`config.mk`:
```
export PLATFORM = sky130hd
export DESIGN_NAME = hsv_to_rgb_converter_unit
export DESIGN_NICKNAME = d
export VERILOG_FILES = /design/src/design/hsv2rgb_pkg.sv /design/src/design/hsv_to_rgb_converter_unit.sv
export SDC_FILE = /design/constraint.sdc
export NUM_CORES = 2
export LEC_CHECK = 0
export BUFFER_PORTS_ARGS = -buffer_cell sky130_fd_sc_hd__buf_2
export CORE_UTILIZATION = 29
export DETAILED_ROUTE_END_ITERATION = 16
export PLACE_DENSITY_LB_ADDON = 0.12
export SYNTH_ARGS = -nofsm -noshare
export SYNTH_HDL_FRONTEND = slang
export SYNTH_SLANG_ARGS = --single-unit
```
`constraint.sdc`:
```
create_clock -name clk -period 15.77 [get_ports clk]
set_input_delay 0.7885 -clock clk [delete_from_list [all_inputs] [get_ports clk]]
set_output_delay 0.7885 -clock clk [all_outputs]
set_load 0.01 [all_outputs]
```
`src/design/hsv2rgb_pkg.sv`:
```
// ---------------------------------------------------------------------------
// hsv2rgb_pkg
// Shared types and constants for the HSV to RGB converter.
// ---------------------------------------------------------------------------
package hsv2rgb_pkg;

  localparam int HUE_W      = 9;
  localparam int PCT_W      = 7;
  localparam int POS_W      = 6;
  localparam int STEP_W     = 4;
  localparam int PROD_W     = 14;
  localparam int NUM_W      = 20;

  localparam int PCT_FULL   = 100;
  localparam int SECTOR_DEG = 60;
  localparam int SECTORS    = 6;
  localparam int HUE_STEPS  = 8;

  // round(num * 2^F / 600000) = floor((num * 2^(F-5) + 9375) / 18750)
  localparam int DIV_SHIFT  = 5;
  localparam int DIV_BASE   = 18750;
  localparam int DIV_HALF   = DIV_BASE / 2;
  localparam int RCP_SHIFT  = 32;
  localparam int RCP_W      = 18;
  localparam longint unsigned RCP = (64'd1 << RCP_SHIFT) / DIV_BASE;

  typedef enum logic [2:0] {
    SEC_000 = 3'd0,
    SEC_060 = 3'd1,
    SEC_120 = 3'd2,
    SEC_180 = 3'd3,
    SEC_240 = 3'd4,
    SEC_300 = 3'd5
  } sector_t;

endpackage

```
`src/design/hsv_to_rgb_converter_unit.sv`:
```
// ---------------------------------------------------------------------------
// hsv_to_rgb_converter_unit
// Converts one HSV color per request into RGB channel fractions.
// ---------------------------------------------------------------------------
// Takes one request per clock while the output is not stalled and returns the results in order.
// Six register stages: sector split, percent products, ramp products, channel
// select, reciprocal multiply, remainder correction. Each stage has its own
// valid bit and ready term, so bubbles are squeezed out while the output is
// stalled. Saturation and value above 100 are clamped to 100; hue above 359
// wraps. Channels are unsigned fractions with OUT_FRAC_BITS fraction bits,
// rounded to nearest.
module hsv_to_rgb_converter_unit #(
  parameter int OUT_FRAC_BITS = 12
) (
  input  logic clk,
  input  logic rst,
  input  logic s_axis_tvalid,
  output logic s_axis_tready,
  // [8:0] hue_deg, [15:9] sat_pct, [22:16] val_pct, [23] zero
  input  logic [23:0] s_axis_tdata,
  output logic m_axis_tvalid,
  input  logic m_axis_tready,
  // red_frac, green_frac, blue_frac from bit 0, OUT_FRAC_BITS+1 bits each
  output logic [((3*(OUT_FRAC_BITS+1)+7)/8)*8-1:0] m_axis_tdata
);

  localparam int CH_W  = OUT_FRAC_BITS + 1;
  localparam int OUT_W = 3 * CH_W;
  localparam int TD_W  = ((OUT_W + 7) / 8) * 8;
  localparam int Y_W   = hsv2rgb_pkg::NUM_W + OUT_FRAC_BITS - hsv2rgb_pkg::DIV_SHIFT + 1;
  localparam int P_W   = Y_W + hsv2rgb_pkg::RCP_W;
  localparam int NSTG  = 6;

  localparam logic [hsv2rgb_pkg::RCP_W-1:0] RCP_K = hsv2rgb_pkg::RCP_W'(hsv2rgb_pkg::RCP);

  logic [NSTG-1:0] vld;
  logic [NSTG:0]   en;

  // stage 1 comb
  logic [hsv2rgb_pkg::HUE_W-1:0]  hue;
  logic [hsv2rgb_pkg::PCT_W-1:0]  sat_in;
  logic [hsv2rgb_pkg::PCT_W-1:0]  val_in;
  logic [hsv2rgb_pkg::PCT_W-1:0]  sat_cl;
  logic [hsv2rgb_pkg::PCT_W-1:0]  val_cl;
  logic [hsv2rgb_pkg::STEP_W-1:0] step;
  logic [hsv2rgb_pkg::STEP_W-1:0] sec_idx;
  logic [hsv2rgb_pkg::HUE_W-1:0]  pos_full;

  // stage registers
  logic [hsv2rgb_pkg::PCT_W-1:0]  s1_sat;
  logic [hsv2rgb_pkg::PCT_W-1:0]  s1_val;
  logic [hsv2rgb_pkg::PCT_W-1:0]  s1_sat_c;
  hsv2rgb_pkg::sector_t           s1_sec;
  logic [hsv2rgb_pkg::POS_W-1:0]  s1_pos;

  logic [hsv2rgb_pkg::NUM_W-1:0]  s2_nv;
  logic [hsv2rgb_pkg::PROD_W-1:0] s2_cv;
  logic [hsv2rgb_pkg::PROD_W-1:0] s2_sv;
  hsv2rgb_pkg::sector_t           s2_sec;
  logic [hsv2rgb_pkg::POS_W-1:0]  s2_pos;

  logic [hsv2rgb_pkg::NUM_W-1:0]  s3_nv;
  logic [hsv2rgb_pkg::NUM_W-1:0]  s3_nmin;
  logic [hsv2rgb_pkg::NUM_W-1:0]  s3_na;
  hsv2rgb_pkg::sector_t           s3_sec;

  logic [hsv2rgb_pkg::NUM_W-1:0]  ninc;
  logic [hsv2rgb_pkg::NUM_W-1:0]  ndec;
  logic [2:0][hsv2rgb_pkg::NUM_W-1:0] num_sel;
  logic [2:0][hsv2rgb_pkg::NUM_W-1:0] s4_num;

  logic [2:0][Y_W-1:0]  y_val;
  logic [2:0][P_W-1:0]  y_prod;
  logic [2:0][Y_W-1:0]  s5_y;
  logic [2:0][CH_W-1:0] s5_qe;

  logic [2:0][Y_W-1:0]  rem;
  logic [2:0][CH_W-1:0] q_fix;
  logic [2:0][CH_W-1:0] s6_ch;

  // per-stage ready chain
  always_comb begin
    en[NSTG] = m_axis_tready;
    for (int i = NSTG - 1; i >= 0; i--) begin
      en[i] = !vld[i] || en[i+1];
    end
  end

  assign s_axis_tready = en[0];
  assign m_axis_tvalid = vld[NSTG-1];
  assign m_axis_tdata  = TD_W'({s6_ch[2], s6_ch[1], s6_ch[0]});

  always_ff @(posedge clk) begin
    if (rst) begin
      vld <= '0;
    end else begin
      if (en[0]) begin
        vld[0] <= s_axis_tvalid;
      end
      for (int i = 1; i < NSTG; i++) begin
        if (en[i]) begin
          vld[i] <= vld[i-1];
        end
      end
    end
  end

  // stage 1: clamp, sector and position
  always_comb begin
    hue    = s_axis_tdata[8:0];
    sat_in = s_axis_tdata[15:9];
    val_in = s_axis_tdata[22:16];
    sat_cl = (sat_in > hsv2rgb_pkg::PCT_W'(hsv2rgb_pkg::PCT_FULL)) ?
             hsv2rgb_pkg::PCT_W'(hsv2rgb_pkg::PCT_FULL) : sat_in;
    val_cl = (val_in > hsv2rgb_pkg::PCT_W'(hsv2rgb_pkg::PCT_FULL)) ?
             hsv2rgb_pkg::PCT_W'(hsv2rgb_pkg::PCT_FULL) : val_in;
    step = '0;
    for (int k = 1; k <= hsv2rgb_pkg::HUE_STEPS; k++) begin
      if (hue >= hsv2rgb_pkg::HUE_W'(k * hsv2rgb_pkg::SECTOR_DEG)) begin
        step = hsv2rgb_pkg::STEP_W'(k);
      end
    end
    pos_full = hue - hsv2rgb_pkg::HUE_W'(step * hsv2rgb_pkg::SECTOR_DEG);
    sec_idx  = (step >= hsv2rgb_pkg::STEP_W'(hsv2rgb_pkg::SECTORS)) ?
               step - hsv2rgb_pkg::STEP_W'(hsv2rgb_pkg::SECTORS) : step;
  end

  // stage 4: ramp ends and channel routing
  always_comb begin
    ninc = s3_nmin + s3_na;
    ndec = s3_nv - s3_na;
    case (s3_sec)
      hsv2rgb_pkg::SEC_000: begin
        num_sel[0] = s3_nv;   num_sel[1] = ninc;    num_sel[2] = s3_nmin;
      end
      hsv2rgb_pkg::SEC_060: begin
        num_sel[0] = ndec;    num_sel[1] = s3_nv;   num_sel[2] = s3_nmin;
      end
      hsv2rgb_pkg::SEC_120: begin
        num_sel[0] = s3_nmin; num_sel[1] = s3_nv;   num_sel[2] = ninc;
      end
      hsv2rgb_pkg::SEC_180: begin
        num_sel[0] = s3_nmin; num_sel[1] = ndec;    num_sel[2] = s3_nv;
      end
      hsv2rgb_pkg::SEC_240: begin
        num_sel[0] = ninc;    num_sel[1] = s3_nmin; num_sel[2] = s3_nv;
      end
      default: begin
        num_sel[0] = s3_nv;   num_sel[1] = s3_nmin; num_sel[2] = ndec;
      end
    endcase
  end

  // stages 5 and 6: divide by 18750 via reciprocal, then one correction
  always_comb begin
    for (int c = 0; c < 3; c++) begin
      y_val[c]  = (Y_W'(s4_num[c]) << (OUT_FRAC_BITS - hsv2rgb_pkg::DIV_SHIFT)) +
                  Y_W'(hsv2rgb_pkg::DIV_HALF);
      y_prod[c] = P_W'(y_val[c]) * P_W'(RCP_K);
      rem[c]    = s5_y[c] - Y_W'(s5_qe[c] * hsv2rgb_pkg::DIV_BASE);
      q_fix[c]  = s5_qe[c] + CH_W'(rem[c] >= Y_W'(hsv2rgb_pkg::DIV_BASE));
    end
  end

  always_ff @(posedge clk) begin
    if (en[0]) begin
      s1_sat   <= sat_cl;
      s1_val   <= val_cl;
      s1_sat_c <= hsv2rgb_pkg::PCT_W'(hsv2rgb_pkg::PCT_FULL) - sat_cl;
      s1_sec   <= hsv2rgb_pkg::sector_t'(sec_idx[2:0]);
      s1_pos   <= pos_full[hsv2rgb_pkg::POS_W-1:0];
    end
    if (en[1]) begin
      s2_nv  <= hsv2rgb_pkg::NUM_W'(s1_val) *
                hsv2rgb_pkg::NUM_W'(hsv2rgb_pkg::PCT_FULL * hsv2rgb_pkg::SECTOR_DEG);
      s2_cv  <= hsv2rgb_pkg::PROD_W'(s1_sat_c) * hsv2rgb_pkg::PROD_W'(s1_val);
      s2_sv  <= hsv2rgb_pkg::PROD_W'(s1_sat) * hsv2rgb_pkg::PROD_W'(s1_val);
      s2_sec <= s1_sec;
      s2_pos <= s1_pos;
    end
    if (en[2]) begin
      s3_nv   <= s2_nv;
      s3_nmin <= hsv2rgb_pkg::NUM_W'(s2_cv) * hsv2rgb_pkg::NUM_W'(hsv2rgb_pkg::SECTOR_DEG);
      s3_na   <= hsv2rgb_pkg::NUM_W'(s2_sv) * hsv2rgb_pkg::NUM_W'(s2_pos);
      s3_sec  <= s2_sec;
    end
    if (en[3]) begin
      s4_num <= num_sel;
    end
    if (en[4]) begin
      for (int c = 0; c < 3; c++) begin
        s5_y[c]  <= y_val[c];
        s5_qe[c] <= y_prod[c][hsv2rgb_pkg::RCP_SHIFT +: CH_W];
      end
    end
    if (en[5]) begin
      s6_ch <= q_fix;
    end
  end

endmodule
```
==> run metrics <==
M1 GR Usage 19.9%; CTS buffer count 51; crit-path max cell delay 0.68 ns; via density per instance 4.47; met3 Usage GRT 1.49%; Startpoint Class flop; Reg2Reg Depth 34; core area 0.185 sq mm; total grt overflow 0; clock sinks 345; largest net degree at the start of global routing 79; CTS tree built; global-route wire length before repair 209 mm; HPWL after DPL 109 mm; Worst-Skew Late Latency 0.67 ns; Final ANT Viol Nets 0; Post-synth EDFFs 339; routing usage on met2 23.1%; peak-usage layer in the global routing report met2; worst endpoint required time 16.17 ns; Placer Congestion 0.817; Place WS 6.44 ns; # rows 158; vias in the first global route 37.9k; commonest non-fill, non-tap cells in the layout inv_1, ha_1, fa_1; layout cells sized above 1 4.25%; hold depth 1; Synthesized Nets 7072; Post-Syn Area per Cell 9.96 sq um; DP Area 0.0575 sq mm; crit share post-route 58.8%; nets@finish 7159; commonest non-fill, non-tap cell in the layout inv_1; filler instances 19.4k; effective utilization at floorplan 29.2%; minimum clock period 9.28 ns; final worst slack 6.49 ns; Post-synth top flop edfxtp_1; Area Growth Syn to Fin 9.53%; fmax 0.108 GHz; Hold Fails Final Rpt 0; # hold bufs at CTS 0; CP most frequent cell fa_1; Synth async-reset ratio 0%; Seq/Total Area, Yosys 19.1%; RSZ-0062 raised after global routing false; initial antenna violation count 6; clock-pin slew on the worst setup and hold paths 0.06 ns; port bufs 67; die width 434 microns; WL per Instance 15.9 microns; area share of the largest cell type after synthesis 26.4%; Arr. time, crit path 9.68 ns; drt pass-1 iters 7; Final Skew 0.0431 ns; Hold Crit Class input port to flop; synth unique cells 90; htree depth 2; Post-CTS Setup Bufs 0; design area 0.0592 sq mm; crit end category flop; drt total wl 128 mm; maximum clock path buffer count 3; Mapped Area 0.0541 sq mm; post_cts resized 0; worst reg-to-reg setup slack 6.49 ns; Crit-path slowest cell fa_1; clock root buffer clkbuf_16; io pins 70; max cap viols 0; final slew viol count 0; post-synthesis register bit count 345; routed vias 35.9k; setup TNS 0 ns; gr usage total 14.1%; status complete, no violations; Post-Synthesis Cells 5429; largest cells by area after synthesis fa_1, ha_1, edfxtp_1; DRC 0; crit path max fanout 8; DR iter-0 viols 1524; kind of critical path flop to flop; area of the die 0.188 sq mm; YS warnings 0; post-synth top area cell fa_1; Rel. slew slack 27.2%; final setup violation count 0; Slew @ Worst Pin 1.08 ns; Vert. Die Dim 434 microns
==> area by class of cell <==
| class | instances | area [sq um] | area share, % |
|---|---|---|---|
| sequential | 345 | 10300 | 17.4 |
| clock inverter | 37 | 378 | 0.638 |
| tap | 2480 | 3100 | 5.24 |
| timing repair buffer | 100 | 583 | 0.985 |
| multi-input combinational | 3741 | 38700 | 65.4 |
| inverter | 1277 | 4790 | 8.09 |
| antenna | 2 | 5.00 | 0.00845 |
| clock buffer | 57 | 1320 | 2.23 |
==> final timing paths <==
check | from | to
worst max register to register | s5_qe[37] | m_axis_tdata[38]
worst min-delay path | s_axis_tdata[1] | s1_pos[1]
worst max-delay path | s5_qe[37] | m_axis_tdata[38]
worst min register to register | s2_nv[7] | s3_nv[7]
==> per-layer routing <==
metal	vias up	part of all wire [%]
li1	17900	-
met1	17500	50
met2	350	46
met5	-	0.010
met3	102	2.7
met4	2	1.7
==> sequential cells by signal, indices dropped and copies added (netlist names), 7 cells and up <==
signal	count
s2_sv	13
s3_nmin	18
s2_cv	14
s5_y	63
m_axis_tdata	39
s2_nv	16
s3_nv	16
s1_val	7
s1_sat	7
s5_qe	39
s3_na	20
s4_num	60
==> Yosys cell counts (all sizes together) (61+ instances only) <==
cell type,count
a21o,87
a21oi,228
and2,87
clkbuf,61
edfxtp,339
fa,713
ha,902
inv,1276
nand2,321
nand3,71
nor2,219
o21ai,155
xnor2,202
xor2,137
==> per-stage QoR <==
step,std cells,hold slack [ns],utilization (%)
2_1_floorplan,5429,0.400,-
3_3_place_gp,7943,0.403,31.0
3_5_place_dp,7943,0.405,31.0
4_1_cts,8037,0.233,32.0
5_1_grt,8039,0.253,32.0
6_report,8039,0.301,32.0
==> cells by family after synthesis <==
group                    Yosys count  share of synthesized area (%)
flip-flops                       345                           19.1
XOR/XNOR                         340                           5.55
AO/OA/AOI/OAI                    781                           9.44
adder cells (fa/ha/maj)         1616                           47.3
buffers and inverters           1343                           9.33
other                              1                        0.00694
AND/OR/NAND/NOR                  949                           8.29
multiplexers                      54                           1.03
==> critical path, delay by kind of cell, from the launching register on <==
family | cells | cell delay, ns
simple gates | 11 | 2.28
flops | 1 | 0.61
xor+xnor | 3 | 0.38
fa+ha+maj | 9 | 3.97
buf+inv | 4 | 0.25
compound gates | 7 | 1.52
Power is left out: the tool's default activity adds up to more than one toggle a clock period on the data nets, which glitch-free logic cannot reach.
